## src/hdl/gsdd_pkg.sv

```systemverilog
// Shared types and constants for the goal-seek differential-drive controller.
// No dependencies.
`default_nettype none
package gsdd_pkg;
    localparam int ATAN_ENTRIES = 24;
    localparam int DEG180 = 46080;
    localparam int DEG360 = 92160;
    localparam int INV_K_Q16 = 39797;
    localparam int ANG_W = 20;

    typedef enum logic [2:0] {
        REG_STOP_DIST  = 3'd0,
        REG_REV_THRESH = 3'd1,
        REG_REV_HYST   = 3'd2,
        REG_DIST_GAIN  = 3'd3,
        REG_ANGLE_GAIN = 3'd4,
        REG_SPEED_LIM  = 3'd5,
        REG_TURN_LIM   = 3'd6
    } cfg_idx_t;

    typedef struct packed {
        logic [11:0] stop_distance;
        logic [7:0]  reverse_threshold;
        logic [6:0]  reverse_hysteresis;
        logic [15:0] distance_gain;
        logic [15:0] angle_gain;
        logic [6:0]  speed_limit;
        logic [7:0]  turn_limit;
    } cfg_t;

    function automatic logic signed [ANG_W-1:0] atan_q8(input logic [4:0] i);
        logic signed [ANG_W-1:0] r;
        begin
            case (i)
                5'd0:  r = 20'sd11520;
                5'd1:  r = 20'sd6801;
                5'd2:  r = 20'sd3593;
                5'd3:  r = 20'sd1824;
                5'd4:  r = 20'sd916;
                5'd5:  r = 20'sd458;
                5'd6:  r = 20'sd229;
                5'd7:  r = 20'sd115;
                5'd8:  r = 20'sd57;
                5'd9:  r = 20'sd29;
                5'd10: r = 20'sd14;
                5'd11: r = 20'sd7;
                5'd12: r = 20'sd4;
                5'd13: r = 20'sd2;
                5'd14: r = 20'sd1;
                default: r = '0;
            endcase
            return r;
        end
    endfunction
endpackage
`default_nettype wire

```

## src/hdl/gsdd_cordic.sv

```systemverilog
// Iterative vectoring CORDIC: one micro-rotation per cycle.
// Depends on gsdd_pkg.
`default_nettype none
module gsdd_cordic #(
    parameter int CORDIC_STEPS = 16,
    parameter int COORD_BITS = 12
) (
    input  wire logic clk,
    input  wire logic rst_n,
    input  wire logic start,
    input  wire logic signed [COORD_BITS:0] dx,
    input  wire logic signed [COORD_BITS:0] dy,
    output logic done,
    output logic [COORD_BITS+9:0] mag,
    output logic signed [gsdd_pkg::ANG_W-1:0] angle
);
    localparam int XW = COORD_BITS + 11;
    localparam int SW = $clog2(CORDIC_STEPS + 1);
    localparam int STEPS = (CORDIC_STEPS < gsdd_pkg::ATAN_ENTRIES) ?
        CORDIC_STEPS : gsdd_pkg::ATAN_ENTRIES;
    localparam logic signed [gsdd_pkg::ANG_W-1:0] ANG_W_C180 =
        gsdd_pkg::ANG_W'(gsdd_pkg::DEG180);

    logic signed [XW-1:0] x_reg, y_reg, x_next, y_next, xs, ys;
    logic signed [gsdd_pkg::ANG_W-1:0] z_reg, z_next;
    logic [SW-1:0] step_reg;
    logic busy_reg, done_reg;
    logic signed [XW-1:0] x0, y0;

    always_comb
    begin
        x0 = XW'(dx) <<< 8;
        y0 = XW'(dy) <<< 8;
        xs = x_reg >>> step_reg;
        ys = y_reg >>> step_reg;
        if (y_reg > 0)
        begin
            x_next = x_reg + ys;
            y_next = y_reg - xs;
            z_next = z_reg + gsdd_pkg::atan_q8(5'(step_reg));
        end
        else
        begin
            x_next = x_reg - ys;
            y_next = y_reg + xs;
            z_next = z_reg - gsdd_pkg::atan_q8(5'(step_reg));
        end
    end

    always_ff @(posedge clk or negedge rst_n)
    begin
        if (!rst_n)
        begin
            busy_reg <= 1'b0;
            done_reg <= 1'b0;
            step_reg <= '0;
            x_reg <= '0;
            y_reg <= '0;
            z_reg <= '0;
        end
        else
        begin
            done_reg <= start ? (dx == 0 && dy == 0)
                : (busy_reg && step_reg == SW'(STEPS - 1));
            if (start)
            begin
                step_reg <= '0;
                if (dx < 0)
                begin
                    x_reg <= -x0;
                    y_reg <= -y0;
                    z_reg <= (dy >= 0) ? ANG_W_C180 : -ANG_W_C180;
                end
                else
                begin
                    x_reg <= x0;
                    y_reg <= y0;
                    z_reg <= '0;
                end
                busy_reg <= (dx != 0 || dy != 0);
            end
            else if (busy_reg)
            begin
                x_reg <= x_next;
                y_reg <= y_next;
                z_reg <= z_next;
                step_reg <= step_reg + 1'b1;
                if (step_reg == SW'(STEPS - 1))
                    busy_reg <= 1'b0;
            end
        end
    end

    assign done  = done_reg;
    assign mag   = (COORD_BITS + 10)'(x_reg);
    assign angle = z_reg;

    a_no_start_busy: assert property (@(posedge clk) disable iff (!rst_n)
        busy_reg |-> !done_reg) else $error("done while busy");
    a_step_bound: assert property (@(posedge clk) disable iff (!rst_n)
        busy_reg |-> step_reg < SW'(STEPS)) else $error("step overrun");
    a_done_pulse: assert property (@(posedge clk) disable iff (!rst_n)
        done_reg |=> !done_reg || $past(start)) else $error("done held");
endmodule
`default_nettype wire

```

## src/hdl/goal_seek_diff_drive_top.sv

```systemverilog
// Top level of the goal-seek differential-drive controller.
// Depends on gsdd_pkg and gsdd_cordic.
`default_nettype none
// One pose transfer yields one wheel-command transfer. An item is loaded into
// the CORDIC, runs its micro-rotations in the shift-add unit, then passes
// through the S_DIST, S_ERR, S_VW and S_MIX states for gain removal, reverse
// decision, scaling and mixing. An item that reaches the goal finishes in
// S_DIST and skips the later states, and a zero vector skips the
// micro-rotations. The block takes one item at a time; a result waiting in the
// output register does not block the next input transfer, but a second finished
// result is held back and stalls the input until the first one transfers.
module goal_seek_diff_drive_top #(
    parameter int CORDIC_STEPS = 16,
    parameter int COORD_BITS = 12
) (
    input  wire logic clk,
    input  wire logic rst_n,
    input  wire logic in_valid,
    output logic in_ready,
    input  wire logic [COORD_BITS-1:0] pos_x,
    input  wire logic [COORD_BITS-1:0] pos_y,
    input  wire logic [8:0] heading,
    input  wire logic [COORD_BITS-1:0] target_x,
    input  wire logic [COORD_BITS-1:0] target_y,
    output logic out_valid,
    input  wire logic out_ready,
    output logic signed [7:0] left_speed,
    output logic signed [7:0] right_speed,
    output logic goal_reached,
    input  wire logic cfg_we,
    input  wire logic [2:0] cfg_index,
    input  wire logic [15:0] cfg_data
);
    localparam int MW = COORD_BITS + 10;
    localparam int AW = gsdd_pkg::ANG_W;

    typedef enum logic [2:0] {
        S_IDLE, S_CORDIC, S_DIST, S_ERR, S_VW, S_MIX
    } state_t;

    state_t state_reg;
    gsdd_pkg::cfg_t cfg_reg;
    logic reversing_reg;
    logic out_valid_reg, res_pending_reg;
    logic signed [7:0] left_reg, right_reg;
    logic goal_reg;
    logic signed [7:0] pend_left_reg, pend_right_reg;
    logic pend_goal_reg;
    logic [8:0] hd_reg;
    logic signed [COORD_BITS:0] dx_reg, dy_reg;
    logic cordic_start_reg;
    logic cordic_done;
    logic [MW-1:0] mag;
    logic signed [AW-1:0] angle;
    logic [MW+16:0] prod_reg;
    logic [MW-1:0] dist_reg;
    logic signed [AW-1:0] corr_reg;
    logic rev_reg;
    logic signed [47:0] v_reg, w_reg;

    gsdd_cordic #(.CORDIC_STEPS(CORDIC_STEPS), .COORD_BITS(COORD_BITS)) u_cordic (
        .clk(clk), .rst_n(rst_n), .start(cordic_start_reg),
        .dx(dx_reg), .dy(dy_reg), .done(cordic_done), .mag(mag), .angle(angle)
    );

    // Wrap, error and reverse decision
    logic signed [AW+1:0] t0, t1;
    logic signed [AW-1:0] err_c, aerr_c, corr_c;
    logic [17:0] enter_c, exit_c;
    logic signed [9:0] exitd;
    logic rev_c;
    always_comb
    begin
        t0 = (AW+2)'(angle) - (AW+2)'($signed({1'b0, hd_reg, 8'h00}))
            + (AW+2)'(gsdd_pkg::DEG180);
        t1 = t0;
        if (t1 < 0)
            t1 = t1 + (AW+2)'(gsdd_pkg::DEG360);
        if (t1 < 0)
            t1 = t1 + (AW+2)'(gsdd_pkg::DEG360);
        if (t1 >= (AW+2)'(gsdd_pkg::DEG360))
            t1 = t1 - (AW+2)'(gsdd_pkg::DEG360);
        err_c = AW'((AW+2)'(gsdd_pkg::DEG180) - t1);
        aerr_c = err_c < 0 ? -err_c : err_c;
        enter_c = {2'b0, (8'(cfg_reg.reverse_threshold) + 8'(0)) , 8'h00}
            + {3'b0, cfg_reg.reverse_hysteresis, 8'h00};
        exitd = $signed({2'b0, cfg_reg.reverse_threshold})
            - $signed({3'b0, cfg_reg.reverse_hysteresis});
        exit_c = exitd < 0 ? 18'd0 : {2'b0, exitd[7:0], 8'h00};
        if (!reversing_reg)
            rev_c = 18'(aerr_c) > enter_c;
        else
            rev_c = !(18'(aerr_c) < exit_c);
        corr_c = err_c;
        if (rev_c)
            corr_c = err_c > 0 ? err_c - AW'(gsdd_pkg::DEG180)
                : err_c + AW'(gsdd_pkg::DEG180);
    end

    // Clamp and mix
    logic signed [47:0] vlim, wlim, vc, wc, l17, r17, lim100;
    logic signed [47:0] lm, rm;
    always_comb
    begin
        vlim = 48'(cfg_reg.speed_limit) <<< 16;
        wlim = 48'(cfg_reg.turn_limit) <<< 16;
        vc = v_reg > vlim ? vlim : (v_reg < -vlim ? -vlim : v_reg);
        wc = w_reg > wlim ? wlim : (w_reg < -wlim ? -wlim : w_reg);
        lim100 = 48'sd100 <<< 17;
        l17 = 2 * vc - wc;
        r17 = 2 * vc + wc;
        l17 = l17 > lim100 ? lim100 : (l17 < -lim100 ? -lim100 : l17);
        r17 = r17 > lim100 ? lim100 : (r17 < -lim100 ? -lim100 : r17);
        lm = l17 < 0 ? -((-l17) >>> 17) : (l17 >>> 17);
        rm = r17 < 0 ? -((-r17) >>> 17) : (r17 >>> 17);
    end

    logic [MW+16:0] dist_full;
    assign dist_full = prod_reg + (MW+17)'(32768);

    always_ff @(posedge clk or negedge rst_n)
    begin
        if (!rst_n)
        begin
            state_reg <= S_IDLE;
            reversing_reg <= 1'b0;
            out_valid_reg <= 1'b0;
            res_pending_reg <= 1'b0;
            cordic_start_reg <= 1'b0;
            left_reg <= '0;
            right_reg <= '0;
            goal_reg <= 1'b0;
            pend_left_reg <= '0;
            pend_right_reg <= '0;
            pend_goal_reg <= 1'b0;
            hd_reg <= '0;
            dx_reg <= '0;
            dy_reg <= '0;
            prod_reg <= '0;
            dist_reg <= '0;
            corr_reg <= '0;
            rev_reg <= 1'b0;
            v_reg <= '0;
            w_reg <= '0;
            cfg_reg.stop_distance <= 12'd10;
            cfg_reg.reverse_threshold <= 8'd90;
            cfg_reg.reverse_hysteresis <= 7'd10;
            cfg_reg.distance_gain <= 16'd256;
            cfg_reg.angle_gain <= 16'd256;
            cfg_reg.speed_limit <= 7'd100;
            cfg_reg.turn_limit <= 8'd100;
        end
        else
        begin
            cordic_start_reg <= (state_reg == S_IDLE) && in_valid && in_ready;
            if (cfg_we)
            begin
                unique case (cfg_index)
                    gsdd_pkg::REG_STOP_DIST:  cfg_reg.stop_distance <= cfg_data[11:0];
                    gsdd_pkg::REG_REV_THRESH: cfg_reg.reverse_threshold <= cfg_data[7:0];
                    gsdd_pkg::REG_REV_HYST:   cfg_reg.reverse_hysteresis <= cfg_data[6:0];
                    gsdd_pkg::REG_DIST_GAIN:  cfg_reg.distance_gain <= cfg_data;
                    gsdd_pkg::REG_ANGLE_GAIN: cfg_reg.angle_gain <= cfg_data;
                    gsdd_pkg::REG_SPEED_LIM:  cfg_reg.speed_limit <= cfg_data[6:0];
                    gsdd_pkg::REG_TURN_LIM:   cfg_reg.turn_limit <= cfg_data[7:0];
                    default: ;
                endcase
            end
            if (res_pending_reg && (!out_valid_reg || out_ready))
            begin
                out_valid_reg <= 1'b1;
                left_reg <= pend_left_reg;
                right_reg <= pend_right_reg;
                goal_reg <= pend_goal_reg;
                res_pending_reg <= 1'b0;
            end
            else if (out_valid_reg && out_ready)
                out_valid_reg <= 1'b0;
            unique case (state_reg)
                S_IDLE:
                begin
                    if (in_valid && in_ready)
                    begin
                        dx_reg <= $signed({1'b0, target_x}) - $signed({1'b0, pos_x});
                        dy_reg <= $signed({1'b0, target_y}) - $signed({1'b0, pos_y});
                        hd_reg <= heading;
                        state_reg <= S_CORDIC;
                    end
                end
                S_CORDIC:
                begin
                    if (cordic_done)
                    begin
                        prod_reg <= (MW+17)'(mag) * (MW+17)'(gsdd_pkg::INV_K_Q16);
                        state_reg <= S_DIST;
                    end
                end
                S_DIST:
                begin
                    dist_reg <= MW'(dist_full >> 16);
                    if ((dist_full >> 16) < (MW+17)'({cfg_reg.stop_distance, 8'h00}))
                    begin
                        pend_left_reg <= '0;
                        pend_right_reg <= '0;
                        pend_goal_reg <= 1'b1;
                        res_pending_reg <= 1'b1;
                        state_reg <= S_IDLE;
                    end
                    else
                        state_reg <= S_ERR;
                end
                S_ERR:
                begin
                    corr_reg <= corr_c;
                    rev_reg <= rev_c;
                    reversing_reg <= rev_c;
                    state_reg <= S_VW;
                end
                S_VW:
                begin
                    v_reg <= rev_reg ? -(48'(cfg_reg.distance_gain) * 48'(dist_reg))
                        : 48'(cfg_reg.distance_gain) * 48'(dist_reg);
                    w_reg <= $signed({1'b0, cfg_reg.angle_gain}) * 48'(corr_reg);
                    state_reg <= S_MIX;
                end
                S_MIX:
                begin
                    pend_left_reg <= lm[7:0];
                    pend_right_reg <= rm[7:0];
                    pend_goal_reg <= 1'b0;
                    res_pending_reg <= 1'b1;
                    state_reg <= S_IDLE;
                end
                default: state_reg <= S_IDLE;
            endcase
        end
    end

    assign in_ready = (state_reg == S_IDLE) && !res_pending_reg;
    assign out_valid = out_valid_reg;
    assign left_speed = left_reg;
    assign right_speed = right_reg;
    assign goal_reached = goal_reg;

    a_one_pending: assert property (@(posedge clk) disable iff (!rst_n)
        res_pending_reg |-> state_reg == S_IDLE) else $error("pending while busy");
    a_goal_zero: assert property (@(posedge clk) disable iff (!rst_n)
        out_valid && goal_reached |-> left_speed == 0 && right_speed == 0)
        else $error("goal with speed");
    a_range: assert property (@(posedge clk) disable iff (!rst_n)
        out_valid |-> left_speed <= 100 && left_speed >= -100) else $error("range");
    a_dir_hold: assert property (@(posedge clk) disable iff (!rst_n)
        state_reg != S_ERR |=> $stable(reversing_reg)) else $error("dir change");
endmodule
`default_nettype wire

```

## config.mk

```make
export PLATFORM = sky130hd
export DESIGN_NAME = goal_seek_diff_drive_top
export DESIGN_NICKNAME = d
export VERILOG_FILES = /design/src/hdl/gsdd_pkg.sv /design/src/hdl/gsdd_cordic.sv /design/src/hdl/goal_seek_diff_drive_top.sv
export SDC_FILE = /design/constraint.sdc
export NUM_CORES = 2
export LEC_CHECK = 0
export ABC_AREA = 1
export BUFFER_PORTS_ARGS = -buffer_cell sky130_fd_sc_hd__buf_2
export CORE_UTILIZATION = 30
export CTS_CLUSTER_SIZE = 16
export DETAILED_ROUTE_END_ITERATION = 8
export GPL_ROUTABILITY_DRIVEN = 0
export PLACE_DENSITY = 0.49
export SLEW_MARGIN = 20
export SYNTH_ARGS = -nofsm -noshare
export SYNTH_HDL_FRONTEND = slang
export SYNTH_SLANG_ARGS = --single-unit
```

## constraint.sdc

```tcl
create_clock -name clk -period 19.6 [get_ports clk]
set_input_delay 3.92 -clock clk [delete_from_list [all_inputs] [get_ports clk]]
set_output_delay 3.92 -clock clk [all_outputs]
set_load 0.005 [all_outputs]
```

# Word-level counts from Yosys, hierarchy flattened
# Memory sizes are Yosys's and may differ from the RTL's.
# Index checks and enable logic that the tools add are counted.
# W data, S select, Z words.
[classes]
n_addsub = 32
n_mul = 3
magnitude_cmp = 22
n_eq_ne = 15
shift = 2
muxes = 56
reduce_logical = 33
[ops]
columns = ["op", "count"]
rows = [
  ["$mux W48", 7],
  ["$mux W20", 12],
  ["$mux W23", 8],
  ["$gt A48 B25 Y1 const B", 2],
  ["$lt A48 B1 Y1 const B", 2],
  ["$lt A48 B25 Y1 const B", 2],
  ["$lt A48 B48 Y1", 2],
  ["$mux W47", 2],
  ["$logic_not A32 Y1", 2],
  ["$reduce_bool A32 Y1", 2],
  ["$neg A25 Y25", 2],
  ["$add A48 B48 Y48", 1],
  ["$gt A48 B24 Y1", 1],
  ["$gt A48 B25 Y1", 1],
  ["$neg A23 Y48", 1],
  ["$neg A24 Y48", 1],
  ["$neg A38 Y48", 1],
  ["$sub A48 B48 Y48", 1],
  ["$add A23 B23 Y23", 2],
  ["$neg A21 Y23", 2],
  ["$sshr A23 B5 Y23", 2],
  ["$sub A23 B23 Y23", 2],
  ["$add A22 B18 Y22 const B", 2],
  ["$lt A22 B1 Y1 const B", 2],
  ["51 further kinds", 101],
]
[word_totals]
ff_bits = 399
rom_bits = 448
inputBits = 81
output_inout_bits = 19
elab_cells = 197
mem_count = 2
[mem_list]
columns = ["name", "words", "word_bits", "read_ports", "rd_ports_with_merged_regs", "wr", "line_no", "text"]
rows = [
  ["(no name shown)", 16, 14, 1, 0, 0, "gsdd_pkg.sv:34", "case (i)"],
  ["(no name shown)", 16, 14, 1, 0, 0, "gsdd_pkg.sv:34", ""],
]

# Logic depth before layout (Yosys ltp)
[logic_depth]
word_depth = 15
mapped_depth = 64
depth_no_buf = 61

# Hierarchy
# From an unflattened synthesis, not the netlist that was laid out.
[unflattened]
hier_cells = 9648
area_unflattened_um2 = 68789.7
[modules_own_cells]
columns = ["module", "n_inst", "cells_each", "area_each_um2", "seq_area_each_um2"]
rows = [
  ["goal_seek_diff_drive_top", 1, 7844, 57928.1, 7527.2],
  ["gsdd_cordic", 1, 1804, 10861.7, 1826.8],
]

# Least setup slack after synthesis
# Ideal clock, no wire load.
[synth_path]
path_kind = "reg-to-reg"
from = "register cfg_reg[0] (netlist bit)"
to = "register pend_left_reg[6]"
setup_ps = 116
arrival_ps = 8042
required_time_ps = 19484
path_slack_ps = 11441
path_stages_with_launch = 55
n_path_buf = 3
synth_period_minus_slack_ps = 8159
path_cell_list = "dfrtp_1 > nor3_1 > inv_1 > nor3_1 > nand2_1 > nor3_1 > ha_1 > a21o_1 > a21o_1 > a211oi_1 > nand2_1 > nand2_1 > nand3_1 > or2_2 > nand2_2 > inv_1 > nor2_1 > inv_1 > [19 not listed] > nand4_1 > or4_1 > ha_1 > clkbuf_1 > nor2_1 > o21ai_0 > nand2_1 > inv_1 > nor2_1 > inv_1 > ha_1 > nand2_1 > nor2_1 > nand2_1 > nand2_1 > nand3_1 > nand2_1 > nand2_1"
[synth_via]
elab_chain_cells = 12
elab_cells_between_ends = 15
classes_between = "4 x add/sub; 5 x order compare; 6 x mux"
[synth_rtl]
columns = ["item", "line_no", "text"]
rows = [
  ["from (decl)", "goal_seek_diff_drive_top.sv:42", "gsdd_pkg::cfg_t cfg_reg;"],
  ["$neg A24 Y48", "goal_seek_diff_drive_top.sv:108", "wc = w_reg > wlim ? wlim : (w_reg < -wlim ? -wlim : w_reg);"],
  ["$lt A48 B48 Y1", "goal_seek_diff_drive_top.sv:108", ""],
  ["$mux W48", "goal_seek_diff_drive_top.sv:108", ""],
  ["$mux W48 *", "goal_seek_diff_drive_top.sv:108", ""],
  ["$sub A48 B48 Y48 *", "goal_seek_diff_drive_top.sv:110", "l17 = 2 * vc - wc;"],
  ["$lt A48 B25 Y1", "goal_seek_diff_drive_top.sv:112", "l17 = l17 > lim100 ? lim100 : (l17 < -lim100 ? -lim100 : l17);"],
  ["$mux W48", "goal_seek_diff_drive_top.sv:112", ""],
  ["$mux W48 *", "goal_seek_diff_drive_top.sv:112", ""],
  ["$neg A25 Y25", "goal_seek_diff_drive_top.sv:114", "lm = l17 < 0 ? -((-l17) >>> 17) : (l17 >>> 17);"],
  ["$neg A8 Y8", "goal_seek_diff_drive_top.sv:114", ""],
  ["$mux W8 *", "goal_seek_diff_drive_top.sv:114", ""],
  ["$pmux W8 S2 *", "goal_seek_diff_drive_top.sv:179", "unique case (state_reg)"],
  ["to (signal assigned)", "goal_seek_diff_drive_top.sv:228", "pend_left_reg <= lm[7:0];"],
  ["to (decl)", "goal_seek_diff_drive_top.sv:47", "logic signed [7:0] pend_left_reg, pend_right_reg;"],
]
# Every way passes the cells marked *; elsewhere a longest branch is shown, timed or not.
# A chain may end at the register's enable or synchronous reset.

# Worst setup path in the final report
[layout_path]
from = "register cfg_reg[10] (netlist bit)"
to = "register pend_left_reg[6]"
[layout_via]
elab_chain_cells = 12
elab_cells_between_ends = 15
classes_between = "4 x add/sub; 5 x order compare; 6 x mux"
[layout_rtl]
columns = ["item", "line_no", "text"]
rows = [
  ["$neg A23 Y48", "goal_seek_diff_drive_top.sv:107", "vc = v_reg > vlim ? vlim : (v_reg < -vlim ? -vlim : v_reg);"],
  ["$lt A48 B48 Y1", "goal_seek_diff_drive_top.sv:107", ""],
  ["$mux W47", "goal_seek_diff_drive_top.sv:107", ""],
  ["$mux W47 *", "goal_seek_diff_drive_top.sv:107", ""],
  ["$sub A48 B48 Y48 *", "goal_seek_diff_drive_top.sv:110", ""],
  ["$lt A48 B25 Y1", "goal_seek_diff_drive_top.sv:112", ""],
  ["$mux W48", "goal_seek_diff_drive_top.sv:112", ""],
  ["$mux W48 *", "goal_seek_diff_drive_top.sv:112", ""],
  ["$neg A25 Y25", "goal_seek_diff_drive_top.sv:114", ""],
  ["$neg A8 Y8", "goal_seek_diff_drive_top.sv:114", ""],
  ["$mux W8 *", "goal_seek_diff_drive_top.sv:114", ""],
  ["$pmux W8 S2 *", "goal_seek_diff_drive_top.sv:179", ""],
]
# Marked as above.

==> impl_metrics.ini <==
[status]
outcome = finished clean

[timing]
setup_violations = 0
slew_viol_final = 0
rsz0062_at_grt = false
hold_viol = 0
period_needed_ns = 10.44
fmax_mhz = 95.8
fin_crit_sh = 0.533
clock_skew_ns = 0.0348
tns_ns = 0
timing.slew.headroom = 0.274
worst_slew_pin_slew_ns = 1.09

[clock_network]
cts_sinks = 373
cts_root_buf = clkbuf_16
h-tree-depth = 2
cts_setup_buffers = 0
ctsResizeCount = 0
cts_buffer_depth = 3
cts_buffers = 48
holdBufCountCts = 0
cts_tree = built
clk_pin_slew_worst_paths_ns = 0.06
clock_latency_ns = 0.66

[floorplanning]
start_util = 0.303
core_sq_um = 221000
die_w_microns = 474
die_h_microns = 474
core.rowCount = 172
io_pins = 100
die_area_sq_um = 225000

[placed_design]
portBuffers = 99
place_inst = 12100
dp_hpwl_mm = 164

[setup_path]
start_kind = flop
critPathKind = flop to flop
crit_cells = 48
crit_fanout = 24
required_ns = 20.14
rr_worst_depth = 48
critPathMaxStageDelay_ns = 0.73
critical_path.top_delay_family = simple AND/OR/NAND/NOR gates
cpMostUsedCell = nand2_1
path_buf_inv = 7
worstSetupEndpointType = flop
cp_slowest_cell = o21ai_0
cp.arrival_ns = 10.98

[logic_synthesis]
yosys_warnings = 0
synth_top_area_cell = fa_1
synth_common_cells = 2,086 x nand2_1, 1,981 x inv_1, 759 x fa_1
synth-compound-area-share = 0.115
ys.flop_type = dfrtp_1
async_reset_ff_frac = 1.00
synth_xor_area_frac = 0.0446
syn_inst = 9247
ys_top_cells_by_area = fa_1 23%, dfrtp_1 13%, ha_1 13%, nand2_1 12%, inv_1 11%
syn_area_per_cell_sq_um = 7.23
yosysMostFrequentCell = nand2_1
ys_ff_latch = 373
yosysTopAreaCellShare = 0.227
synth-simple-area-share = 0.205
synth_top_family_by_area = adder cells
synth_fp_nets = 10800
ys_types = 77
synth_mux_area_frac = 0.00303
synth_edf_count = 0
synth-seq-area-share = 0.140
synthAdderAreaFrac = 0.360
netlist_area_sq_um = 66800

[route]
ant_nets = 0
dr.pass1.iters = 6
drtIter0Drc = 3827
drc_errors = 0
num_vias = 57700
vias_per_cell = 4.75
postRouteWirelength_mm = 201
wl_per_cell_microns = 16.5

[power]
p_comb_frac = 0.429
power_density_nw_per_um2 = 45.1
power_mw = 3.26
intPower_mw = 1.80
power.switching_mw = 1.46
swShare = 0.447
power.leakage_nw = 39.9
clkPwrFrac = 0.306
peakVddDrop_mv = 0.0614
seqPwrFrac = 0.265

[final_layout]
synthToLayoutAreaGrowth_pct = 7.91
finalNonFillerCells = 12100
final_nets = 10700
seqCellArea_sq_um = 9360
layout-drive-gt1-share = 0.0455
largest_reg_flops = 74
multi_input_area_sq_um = 48700
fillers = 23700

[global_route]
track_usage = 0.180
grt_antenna_before_repair = 6
grt_first_pass_wirelength_mm = 324
grt_max_degree = 84
grt_remaining_overflow = 0
grt_pass1_vias = 59100

[job]
max_cap_violations = 0

[min_path]
hold_depth = 2
min_path_type = flop to flop
[worst reg2reg max path: cells and delay by family, from the launching register on]
kind	cells	cell delay [ns]
xor gates and xnor gates	1	0.23
adders and majority gates	4	1.33
buffers and inverters	7	1.18
DFF	1	0.39
AOI/OAI and AO/OA	6	1.87
and+or+nand+nor	30	5.36
[cells by family after synthesis]
kind of cell,count (synthesis)
and+or+nand+nor,3335
buffers and inverters,2338
adders and majority gates,1469
AOI/OAI and AO/OA,1375
DFF,373
xor gates and xnor gates,338
muxes,19
[power groups by stage]
stage	clock network [mW]	registers (mW)	logic, mW
floorplan	0	0.837	0.983
global placement	0	0.878	1.36
detailed placement	0	0.878	1.36
CTS	1.03	0.864	1.37
global route	1.06	0.870	1.55
finish	0.997	0.864	1.40
[cell usage in the layout (no fill, tap or decap), types with 17 or more instances in the layout]
master,instances
a22oi_1,17
o211ai_1,43
xnor2_1,99
o22ai_1,24
inv_1,1979
nor2_1,659
nor4_1,34
ha_1,710
inv_2,23
o21ai_0,605
dfrtp_1,356
clkbuf_16,48
o31ai_1,30
xor2_1,236
a31oi_1,45
o21bai_1,24
buf_2,98
or2_2,28
nand2_1,2085
a21oi_1,450
nor3_1,91
buf_4,72
nand4_1,83
a211oi_1,24
nand2_2,30
fa_1,759
nand3_1,248
[per-stage QoR]
step / worst slack (ns) / instance area [sq um] / hold WS, ns / utilization
floorplan: 11.44 / 66800 / 0.445 / -
global placement: 9.64 / 70400 / 0.467 / 0.319
global route: 8.12 / 72100 / 0.500 / 0.327
detailed placement: 9.43 / 70400 / 0.469 / 0.319
finish: 9.16 / 72100 / 0.478 / 0.327
CTS: 9.43 / 72100 / 0.486 / 0.327
[cell type report]
class | count | share of cell area
Clock buffer | 61 | 0.0187
Inverter | 2015 | 0.105
Clock inverter | 27 | 0.00555
Timing Repair Buffer | 171 | 0.0145
Tap cell | 2958 | 0.0513
Antenna cell | 4 | 0.000139
Sequential cell | 373 | 0.130
Multi-Input combinational cell | 6536 | 0.675
[layer usage]
metal | up-vias | wire length (microns) | GRT usage
li1 | 28400 | - | -
met1 | 27600 | 91200 | 0.236
met2 | 1356 | 93100 | 0.305
met3 | 304 | 8790 | 0.0194
met4 | 0 | 7480 | 0.0635
met5 | - | 0 | 0
[final timing paths]
kind                                    from  slack (ns)                 to
setup / recovery                 cfg_reg[10]        9.16   pend_left_reg[6]
hold / removal             pend_right_reg[3]        0.48  pend_right_reg[3]
setup reg to reg                 cfg_reg[10]        9.16   pend_left_reg[6]
hold reg to reg            pend_right_reg[3]        0.48  pend_right_reg[3]
max in group asynchronous              rst_n       13.39          hd_reg[6]
min in group asynchronous              rst_n        3.28          v_reg[25]
No activity file was read; power rests on OpenSTA's default activity.
